### config.mk
export PLATFORM = sky130hd
export DESIGN_NAME = surface_block_shade
export DESIGN_NICKNAME = d
export VERILOG_FILES = /design/src/rtl/sbs_pkg.sv /design/src/rtl/surface_block_shade.sv
export SDC_FILE = /design/constraint.sdc
export NUM_CORES = 1
export LEC_CHECK = 0
export ABC_AREA = 1
export BUFFER_PORTS_ARGS = -buffer_cell sky130_fd_sc_hd__buf_4
export CAP_MARGIN = 20
export CORE_MARGIN = 2
export CORE_UTILIZATION = 57
export DETAILED_ROUTE_END_ITERATION = 8
export PLACE_DENSITY = 0.75
export SYNTH_ARGS = -nofsm -noshare
export SYNTH_HDL_FRONTEND = slang
export SYNTH_SLANG_ARGS = --single-unit
### constraint.sdc
create_clock -name clk -period 7.6 [get_ports clk]
set_input_delay 1.9 -clock clk [delete_from_list [all_inputs] [get_ports clk]]
set_output_delay 1.9 -clock clk [all_outputs]
set_load 0.01 [all_outputs]
### src/rtl/sbs_pkg.sv
`default_nettype none

package sbs_pkg;

	// Field widths
	localparam int LIGHT_W = 14;
	localparam int TEXEL_W = 8;
	localparam int POS_W   = 4;
	localparam int ROW_W   = 6;
	localparam int DITH_W  = 8;

	// Internal signed light width; holds every intermediate value exactly
	localparam int LW = 20;

	// Configuration port
	localparam int CFG_IDX_W  = 1;
	localparam int CFG_DATA_W = 2;
	localparam logic [CFG_IDX_W-1:0] REG_MIP_LEVEL     = 1'd0;
	localparam logic [CFG_IDX_W-1:0] REG_DITHER_ENABLE = 1'd1;

	// Brightest colormap row
	localparam logic [ROW_W-1:0] ROW_LIMIT = 6'd63;

	// Pipeline depth, used for the in-flight bound
	localparam int PIPE_DEPTH = 4;

	typedef logic signed [LW-1:0] light_t;

	// 4x4 ordered-dither matrix, row-major
	localparam logic [3:0] BAYER [16] = '{
		4'd0,  4'd8,  4'd2,  4'd10,
		4'd12, 4'd4,  4'd14, 4'd6,
		4'd3,  4'd11, 4'd1,  4'd9,
		4'd15, 4'd7,  4'd13, 4'd5
	};

	// Floor division by 2^k on two's complement
	function automatic light_t floor_shift(input light_t x, input logic [2:0] k);
		return x >>> k;
	endfunction

endpackage

`default_nettype wire

### src/rtl/surface_block_shade.sv
// Channel | Handshake            | Payload
// --------+----------------------+------------------------------------------------
// in      | in_valid / in_ready  | texel, light_top_left/right, light_bottom_left/
//         |                      | right, row_in_block, col_in_block
// out     | out_valid/out_ready  | colormap_address
// cfg     | cfg_write            | cfg_index, cfg_data
//
// One pixel per clock sustained while out_ready is high; each pixel passes the
// stage registers for deltas, edge lights, row step, and final light and clamp.
// Each stage advances when it is empty or the stage after it advances, so
// bubbles fill up while a result waits on out_ready.
// arst_n clears the valid bits and both registers (mip level 0, dither off).
// Registers are read by stages 1 and 3 directly; write them only when idle.
`default_nettype none

module surface_block_shade
	import sbs_pkg::*;
(
	input  wire                        clk,
	input  wire                        arst_n,
	input  wire                        cfg_write,
	input  wire [CFG_IDX_W-1:0]        cfg_index,
	input  wire [CFG_DATA_W-1:0]       cfg_data,
	input  wire                        in_valid,
	output logic                       in_ready,
	input  wire [TEXEL_W-1:0]          texel,
	input  wire [LIGHT_W-1:0]          light_top_left,
	input  wire [LIGHT_W-1:0]          light_top_right,
	input  wire [LIGHT_W-1:0]          light_bottom_left,
	input  wire [LIGHT_W-1:0]          light_bottom_right,
	input  wire [POS_W-1:0]            row_in_block,
	input  wire [POS_W-1:0]            col_in_block,
	output logic                       out_valid,
	input  wire                        out_ready,
	output logic [LIGHT_W-1:0]         colormap_address
);

	// Configuration registers
	logic [1:0] mip_level_q;
	logic       dither_enable_q;

	always_ff @(posedge clk or negedge arst_n) begin
		if (!arst_n) begin
			mip_level_q     <= '0;
			dither_enable_q <= 1'b0;
		end else if (cfg_write) begin
			unique case (cfg_index)
				REG_MIP_LEVEL:     mip_level_q     <= cfg_data[1:0];
				REG_DITHER_ENABLE: dither_enable_q <= cfg_data[0];
				default: ;
			endcase
		end
	end

	// Derived block geometry
	logic [2:0]       shift_k;
	logic [POS_W-1:0] pos_mask;
	assign shift_k  = 3'd4 - {1'b0, mip_level_q};
	assign pos_mask = 4'hF >> mip_level_q;

	// Stage valid bits and advance enables
	logic v_s1, v_s2, v_s3, v_s4;
	logic en_s1, en_s2, en_s3, en_s4;
	assign en_s4    = !v_s4 || out_ready;
	assign en_s3    = !v_s3 || en_s4;
	assign en_s2    = !v_s2 || en_s3;
	assign en_s1    = !v_s1 || en_s2;
	assign in_ready = en_s1;

	always_ff @(posedge clk or negedge arst_n) begin
		if (!arst_n) begin
			v_s1 <= 1'b0;
			v_s2 <= 1'b0;
			v_s3 <= 1'b0;
			v_s4 <= 1'b0;
		end else begin
			if (en_s1) v_s1 <= in_valid;
			if (en_s2) v_s2 <= v_s1;
			if (en_s3) v_s3 <= v_s2;
			if (en_s4) v_s4 <= v_s3;
		end
	end

	// Stage 1: edge deltas, wrapped position, dither offset
	logic [POS_W-1:0]  row_w, col_w;
	light_t            diff_l, diff_r;
	logic [DITH_W-1:0] dith_w;

	assign row_w  = row_in_block & pos_mask;
	assign col_w  = col_in_block & pos_mask;
	assign diff_l = $signed({{(LW-LIGHT_W){1'b0}}, light_bottom_left})
		- $signed({{(LW-LIGHT_W){1'b0}}, light_top_left});
	assign diff_r = $signed({{(LW-LIGHT_W){1'b0}}, light_bottom_right})
		- $signed({{(LW-LIGHT_W){1'b0}}, light_top_right});
	assign dith_w = dither_enable_q ? {BAYER[{row_w[1:0], col_w[1:0]}], 4'b0000} : '0;

	light_t              dl_s1, dr_s1;
	logic [LIGHT_W-1:0]  tl_s1, tr_s1;
	logic [POS_W-1:0]    row_s1, cnt_s1;
	logic [DITH_W-1:0]   dith_s1;
	logic [TEXEL_W-1:0]  texel_s1;

	always_ff @(posedge clk) begin
		if (en_s1) begin
			dl_s1    <= floor_shift(diff_l, shift_k);
			dr_s1    <= floor_shift(diff_r, shift_k);
			tl_s1    <= light_top_left;
			tr_s1    <= light_top_right;
			row_s1   <= row_w;
			// columns left to walk from the right edge: size-1-col
			cnt_s1   <= ~col_in_block & pos_mask;
			dith_s1  <= dith_w;
			texel_s1 <= texel;
		end
	end

	// Stage 2: left and right edge lights at this row
	light_t             left_s2, right_s2;
	logic [POS_W-1:0]   cnt_s2;
	logic [DITH_W-1:0]  dith_s2;
	logic [TEXEL_W-1:0] texel_s2;
	light_t             row_ext;
	assign row_ext = $signed({{(LW-POS_W){1'b0}}, row_s1});

	always_ff @(posedge clk) begin
		if (en_s2) begin
			left_s2  <= $signed({{(LW-LIGHT_W){1'b0}}, tl_s1}) + dl_s1 * row_ext;
			right_s2 <= $signed({{(LW-LIGHT_W){1'b0}}, tr_s1}) + dr_s1 * row_ext;
			cnt_s2   <= cnt_s1;
			dith_s2  <= dith_s1;
			texel_s2 <= texel_s1;
		end
	end

	// Stage 3: step across the row
	light_t             step_s3, right_s3;
	logic [POS_W-1:0]   cnt_s3;
	logic [DITH_W-1:0]  dith_s3;
	logic [TEXEL_W-1:0] texel_s3;

	always_ff @(posedge clk) begin
		if (en_s3) begin
			step_s3  <= floor_shift(left_s2 - right_s2, shift_k);
			right_s3 <= right_s2;
			cnt_s3   <= cnt_s2;
			dith_s3  <= dith_s2;
			texel_s3 <= texel_s2;
		end
	end

	// Stage 4: pixel light, dither, row select and clamp
	light_t           light_w, sum_w;
	logic [ROW_W-1:0] row_sel;

	assign light_w = right_s3 + step_s3 * $signed({{(LW-POS_W){1'b0}}, cnt_s3});
	assign sum_w   = light_w + $signed({{(LW-DITH_W){1'b0}}, dith_s3});

	always_comb begin
		// negative light wraps to a large word and clamps to the top row
		priority if (sum_w[LW-1]) begin
			row_sel = ROW_LIMIT;
		end else if (sum_w[LW-2:8] > {{(LW-9-ROW_W){1'b0}}, ROW_LIMIT}) begin
			row_sel = ROW_LIMIT;
		end else begin
			row_sel = sum_w[8 +: ROW_W];
		end
	end

	logic [LIGHT_W-1:0] addr_s4;

	always_ff @(posedge clk) begin
		if (en_s4) begin
			addr_s4 <= {row_sel, texel_s3};
		end
	end

	assign out_valid        = v_s4;
	assign colormap_address = addr_s4;

endmodule

`default_nettype wire

## After elaboration in Yosys (flattened, before gate mapping)

Memories as Yosys holds them, arrays and structs flattened. A register that Yosys moved wholly into a read port is not among the register bits.
Cells that the tools add are included.
W data, S select, Z words.

- Flip-flop bits (word level): 229
- Memory bits (read-only): 64
- Input port bits: 80
- Output and inout port bits: 16
- Logic and storage cells: 61
- Memories: 1

Memories:

| memory | depth | bits a word | rd ports | clocked after Yosys merged registers in | write ports | RTL line | text |
|---|---|---|---|---|---|---|---|
| (name not given) | 16 | 4 | 1 | 1 | 0 | surface_block_shade.sv:95 | `assign dith_w = dither_enable_q ? {BAYER[{row_w[1:0], col_w[1:0]}], 4'b0000} : '0;` |

- Add/sub/neg operators: 8
- Multipliers: 3
- $lt $le $gt $ge: 1
- Shift-type cells: 4
- Bitwise gates (word level): 6
- Reduce and logical (&&, ||, !) cells: 12

Operators by type and width:

| operator | number |
|---|---|
| $mul A20 B5 Y20 | 3 |
| $add A15 B20 Y20 | 2 |
| $sshr A15 B3 Y20 | 2 |
| $sub A14 B14 Y15 | 2 |
| $add A20 B20 Y20 | 1 |
| $add A20 B9 Y20 | 1 |
| $sshr A20 B3 Y20 | 1 |
| $sub A20 B20 Y20 | 1 |
| $gt A11 B6 Y1 const B | 1 |
| $and A4 B4 Y4 | 2 |
| $logic_not A1 Y1 | 5 |
| $not A4 Y5 | 1 |
| $logic_or A1 B1 Y1 | 4 |
| $not A4 Y4 | 1 |
| $reduce_and A2 Y1 | 2 |
| $shr A4 B2 Y4 const A | 1 |
| $sub A3 B2 Y3 const A | 1 |
| $and A2 B2 Y2 | 1 |
| $reduce_or A2 Y1 | 1 |
| $not A1 Y1 | 1 |

## Logic depth before layout (Yosys ltp)

Gate-level depths: netlist (run 1).

- Depth after elaboration: 5
- Mapped depth: 25
- Depth with buffers taken out: 23

## Least setup slack after synthesis (run 1)

Ideal clock, no wire load.

- Kind: input-to-output
- Start: in out_ready
- End: out in_ready
- Arrival: 5428 ps
- Data required time: 5700 ps
- Path slack: 272 ps
- Stages: 6
- Buffers on the path: 0
- Cell sequence: nor2_1 -> inv_1 -> nor2_1 -> inv_1 -> nor2_1 -> nand2_1

- Cells in the longest elaborated chain, start to end: 4

RTL lines:

| item | RTL line | text |
|---|---|---|
| start: declaration | surface_block_shade.sv:34 | `input wire out_ready,` |
| $logic_or A1 B1 Y1 | surface_block_shade.sv:64 | `assign en_s4 = !v_s4 \|\| out_ready;` |
| net en_s4 | surface_block_shade.sv:63 | `logic en_s1, en_s2, en_s3, en_s4;` |
| $logic_or A1 B1 Y1 | surface_block_shade.sv:65 | `assign en_s3 = !v_s3 \|\| en_s4;` |
| net en_s3 | surface_block_shade.sv:63 |  |
| $logic_or A1 B1 Y1 | surface_block_shade.sv:66 | `assign en_s2 = !v_s2 \|\| en_s3;` |
| $logic_or A1 B1 Y1 | surface_block_shade.sv:67 | `assign en_s1 = !v_s1 \|\| en_s2;` |
| end: declaration | surface_block_shade.sv:25 | `output logic in_ready,` |

The timed path passes the listed nets, and every way through them passes these cells.

## Worst setup path after layout (run 1)

Ends and elaborated chain as after synthesis.

==> run metrics, run 1 <==
status finished clean; net count after synthesis 2,754; total gr overflow 0; TritonCTS Sinks 211; commonest non-fill, non-tap cell in the layout nand2_1; DRT iter0 DRCs 665; initial antenna violation count 0; Data required, critical path 5700 ps; startpoint types primary input; Reg2Reg Depth 18; Most common cell on crit path nor2_1; Clock Root Buffer clkbuf_16; Max Freq 197 MHz; H-tree levels 1; Setup CP Type in -> out; Setup TNS Final 0 ps; Final nets 2,834; initial core utilization 58.1%; CTS Hold Bufs 0; Max stage delay on crit path 270 ps; vias in the first global route 15,494; Critical Path Source out_ready; Worst Path Buf+Inv 4; Hold Crit Endpoint texel_s3[2]; Max-slew headroom 28.0%; CTS tree yes; setup bufs post-CTS 0; Top FF cell, synth edfxtp_1; DP Wirelength 34,800 µm; synth unique cells 46; Worst-Margin Slew 1080 ps; num ports 96; min-delay src texel_s2[2]; CP top delay family simple AND/OR/NAND/NOR gates; r2r endpoint colormap_address[10]; top post-synthesis cells by area edfxtp_1 31%, fa_1 15%, ha_1 11%; die area 0.0359 mm²; max_cap viols 0; drt total wl 42,200 µm; Tcrit/Tclk final 66.9%; Vias/cell 5.24; diodes inserted 0; final hold violations 0; pin count of the biggest net entering global routing 75; worst hold path type reg -> reg; first-pass GRT wire length 71,300 µm; Worst R2R Setup Slack 2770 ps; post-cts sizing count 0; Post-Syn Area per Cell 8.32 µm²; CTS Buf Count 24; Yosys top cell by area edfxtp_1; core footprint 0.0337 mm²; Post-synth EDFFs 204; RR Startpoint cnt_s3[0]; RSZ-0062 raised after global routing no; share of cells above drive strength 1 7.76%; final worst path period need 5090 ps; drc violations 0; Gate Count Post-Synth 2,353; Final setup viols 0; Synth Cell Area 0.0196 mm²; hold depth 0; critical path arrival 3190 ps; clk_lat worst skew 530 ps; most frequent cells in the layout 587 x nand2_1, 495 x inv_1, 235 x nand3_1; area delta synth->final 9.66%; Port Buffers 95; die height 189 µm; synthesis-stage register bit count 211; Clock Path Buffers 3; Row Count 67; Final Max Slew Viols 0; CP Max Fanout 16; Critical Path Sink Type output port; Total GRT Usage 24.2%; Post-synth ARST share 3.32%; drt pass-1 iters 5; GPL Wtd Cong 0.896; CP Cell Sequence buf_4 -> nor2_1 -> inv_1 -> nor2_1 -> inv_2 -> nor2_1 -> nand2_4 -> buf_4; post-synthesis sequential area ratio 32.2%; skew final 19.9 ps; Ys Warns 0; DR vias 15,194; Die Width 189 µm; CP max stage cell inv_1; top cell type's share of synthesized area 31.3%; Worst-path clk slew 60 ps; Routed WL per cell 14.6 µm; antenna violation net count after detailed routing 0
[metrics by stage]
stage | setup slack, ps | hold slack (ps) | cells | util (%) | area (µm²)
2_1_floorplan | 272 | 400 | 2353 | - | 19600
3_3_place_gp | 2520 | 401 | 2854 | 61.4 | 20700
3_5_place_dp | 2490 | 405 | 2854 | 61.4 | 20700
4_1_cts | 2490 | 418 | 2896 | 63.6 | 21400
5_1_grt | 2330 | 417 | 2897 | 63.7 | 21500
6_report | 2510 | 413 | 2897 | 63.7 | 21500
[sequential cells by signal (all words and copies together) (netlist names), 14 cells and up]
register          count
colormap_address     14
dl_s1                15
dr_s1                15
left_s2              20
right_s2             20
right_s3             20
step_s3              20
tl_s1                14
tr_s1                14
[metal layers]
| layer | up-vias | part of all wire, % | GRT usage (%) |
|---|---|---|---|
| li1 | 7657 | - | - |
| met1 | 7140 | 43 | 29.7 |
| met3 | 91 | 3.5 | 2.37 |
| met2 | 306 | 50 | 44.6 |
| met4 | 0 | 3.3 | 7.93 |
| met5 | - | 0 | 0 |
[worst max path at each step]
stage               cells after the start  slack (ps)  endpoint
floorplan                               6         270  in_ready
global placement                        8        2520  in_ready
detailed placement                      8        2490  in_ready
CTS                                     8        2490  in_ready
global route                            8        2330  in_ready
finish                                  8        2510  in_ready
[kinds of logic (layout without fill, tap and decap cells)]
kind of cell | after synthesis | after routing | synth area share (%)
AND/OR/NAND/NOR | 1023 | 1023 | 22.8
XOR/XNOR | 62 | 62 | 2.77
AO/OA/AOI/OAI | 182 | 182 | 5.35
buffers and inverters | 553 | 649 | 10.8
flip-flops | 211 | 211 | 32.2
multiplexers | 1 | 1 | 0.0511
adder cells (fa/ha/maj) | 321 | 321 | 26.0
[Yosys cell counts (7+ instances only)]
cell type  instances
dfrtp_1            7
nand3b_1          25
inv_1            497
fa_1             144
nand3_2            7
a21o_1             7
nand2_2           14
ha_1             177
nor3_1            15
clkbuf_1          20
nor2_1            97
o31ai_1            7
o211ai_1          10
edfxtp_1         204
xor2_1            40
nand2_1          588
nand3_1          235
buf_1              9
nand4_1           21
xnor2_1           22
o21bai_1           8
o21ai_0           44
a21oi_1           80
buf_2             12
[worst reg2reg max path, cell delays in order, from the launching register on]
cell	delay [ps]
edfxtp_1	800
nand2_1	180
fa_1	560
inv_1	60
fa_1	550
fa_1	430
fa_1	440
ha_1	350
inv_1	70
o21ai_0	210
a21oi_1	100
nand2_1	130
nand2_1	120
nand2_1	80
nand2_1	50
nand2_1	60
nand3_1	130
nor2_4	170
nand4_1	110
[layout make-up]
type / instances / area, µm²
multi-input cells: 1589 / 11200
inverters: 504 / 1890
clock inverters: 14 / 143
repair buffers: 103 / 793
fillers: 2925 / 12200
well taps: 448 / 561
clock buffers: 28 / 616
flip-flops and latches: 211 / 6300
Power of run 1 is left out: the tool's default activity adds up to more than one toggle a clock period on the data nets, which glitch-free logic cannot reach.
==> run 2: changes to the inputs <==
- clock period: 7.6 -> 4.8 ns (I/O delays scaled with it)
==> run 2 against run 1 <==
Net effect:
- clock skew down 3.5 ps
- first-iteration DRC count up 17%
- count of clock-buffer cells in the layout down 2
- highest routed layer unchanged
- worst hold slack better by 4.4 ps
==> run metrics, run 2 (synthesis results as in run 1) <==
status finished clean; Setup TNS Final 0 ps (unchanged); worst hold path type reg -> reg; first-pass GRT wire length 71,700 µm (+0.53%); DR vias 15,177 (-0.11%); Total GRT Usage 24.5% (+0.27 points); Routed WL per cell 14.7 µm (+0.67%); drc violations 0 (unchanged); Reg2Reg Depth 19 (+1); initial antenna violation count 0 (unchanged); critical path arrival 4690 ps (+1500 ps); commonest non-fill, non-tap cell in the layout nand2_1; Row Count 67 (unchanged); Hold Crit Endpoint dith_s2[6]; die area 0.0359 mm² (unchanged); core footprint 0.0337 mm² (unchanged); CP top delay family adder cells; Tcrit/Tclk final 92.2%; Worst-path clk slew 60 ps (about the same); TritonCTS Sinks 211 (unchanged); Critical Path Sink Type flip-flop; initial core utilization 58.1% (unchanged); DRT iter0 DRCs 775 (+17%); Max stage delay on crit path 560 ps (+290 ps); drt total wl 42,600 µm (+1.0%); Clock Root Buffer clkbuf_16; pin count of the biggest net entering global routing 60 (-20%); GPL Wtd Cong 0.901 (+0.47%); Max Freq 226 MHz; Worst-Margin Slew 1100 ps (+17.3 ps); RSZ-0062 raised after global routing no; area delta synth->final 10.2%; die height 189 µm (unchanged); setup bufs post-CTS 0 (unchanged); Clock Path Buffers 3 (unchanged); startpoint types flip-flop; DP Wirelength 35,200 µm (+1.1%); CTS tree yes; total gr overflow 0 (unchanged); CP Cell Sequence buf_4 -> nand2_1 -> inv_1 -> fa_1 -> inv_1 -> fa_1 -> inv_1 -> fa_1 -> ha_1 -> ha_1 -> nand2_1 -> nor4_1 -> nand2_1 -> nand2_1 -> nand2_1 -> nand2_1 -> nand3_1 -> nor2_4 -> nand4_1; Final nets 2,843 (+0.32%); Worst Path Buf+Inv 4 (unchanged); Port Buffers 95 (unchanged); Vias/cell 5.22 (-0.46%); hold depth 0 (unchanged); Data required, critical path 5060 ps (-640 ps); most frequent cells in the layout 587 x nand2_1, 495 x inv_1, 235 x nand3_1; share of cells above drive strength 1 8.30% (+0.54 points); Setup CP Type reg -> reg; Max-slew headroom 26.9% (-1.2 points); antenna violation net count after detailed routing 0 (unchanged); r2r endpoint colormap_address[8]; CTS Buf Count 23 (-4.2%); Worst R2R Setup Slack 370 ps (-2400 ps); final hold violations 0 (unchanged); CTS Hold Bufs 0 (unchanged); clk_lat worst skew 530 ps (about the same); Most common cell on crit path nand2_1; max_cap viols 0 (unchanged); post-cts sizing count 0 (unchanged); min-delay src dith_s1[6]; diodes inserted 0 (unchanged); Die Width 189 µm (unchanged); RR Startpoint cnt_s3[1]; Final setup viols 0 (unchanged); CP max stage cell edfxtp_1; CP Max Fanout 11 (-5); Final Max Slew Viols 0 (unchanged); drt pass-1 iters 5 (unchanged); num ports 96 (unchanged); vias in the first global route 15,313 (-1.2%); final worst path period need 4430 ps; H-tree levels 1 (unchanged); skew final 16.4 ps (-3.46 ps)
## run 2: stage by stage
| step | instances | utilization, % | setup WS [ps] | hold slack, ps | area [µm²] |
|---|---|---|---|---|---|
| after floorplan | 2353 | - | 157 | 400 | 19600 |
| after global placement | 2863 | 61.6 | 304 | 401 | 20800 |
| after detailed placement | 2863 | 61.6 | 196 | 405 | 20800 |
| after CTS | 2905 | 64.0 | 188 | 418 | 21600 |
| after global routing | 2907 | 64.0 | 30.5 | 417 | 21600 |
| final | 2907 | 64.0 | 374 | 418 | 21600 |
## run 2: area by class of cell
cell class	instances	area [µm²]
Multi-Input combinational cell	1589	11200
Sequential cell	211	6300
Timing Repair Buffer	113	848
Inverter	504	1900
Clock inverter	16	189
Tap cell	448	561
Fill cell	2956	12100
Clock buffer	26	607
## run 2: layer usage
| layer | track usage, % | vias up | wire length (µm) |
|---|---|---|---|
| met2 | 43.8 | 317 | 21200 |
| li1 | - | 7672 | - |
| met3 | 2.19 | 78 | 1380 |
| met5 | 0 | - | 0 |
| met4 | 8.50 | 0 | 1360 |
| met1 | 31.1 | 7110 | 18700 |
## run 2: worst max path at each step
stage	end	cells past startpoint	startpoint	slack, ps
final	colormap_address[8]	19	cnt_s3[1]	370
after global routing	colormap_address[10]	19	cnt_s3[1]	30
after CTS	colormap_address[10]	16	cnt_s3[1]	190
after detailed placement	colormap_address[10]	16	cnt_s3[1]	200
after global placement	colormap_address[13]	15	cnt_s3[1]	300
after floorplan	in_ready	6	out_ready	160
## run 2: worst register-to-register path, cell delays in order (launching register included)
cell,delay (ps)
edfxtp_1,560
buf_4,270
nand2_1,70
inv_1,50
fa_1,490
inv_1,50
fa_1,470
inv_1,60
fa_1,480
ha_1,310
ha_1,360
nand2_1,150
nor4_1,190
nand2_1,120
nand2_1,70
nand2_1,50
nand2_1,50
nand3_1,110
nor2_4,160
nand4_1,100
Power of run 2 is left out for the same reason.
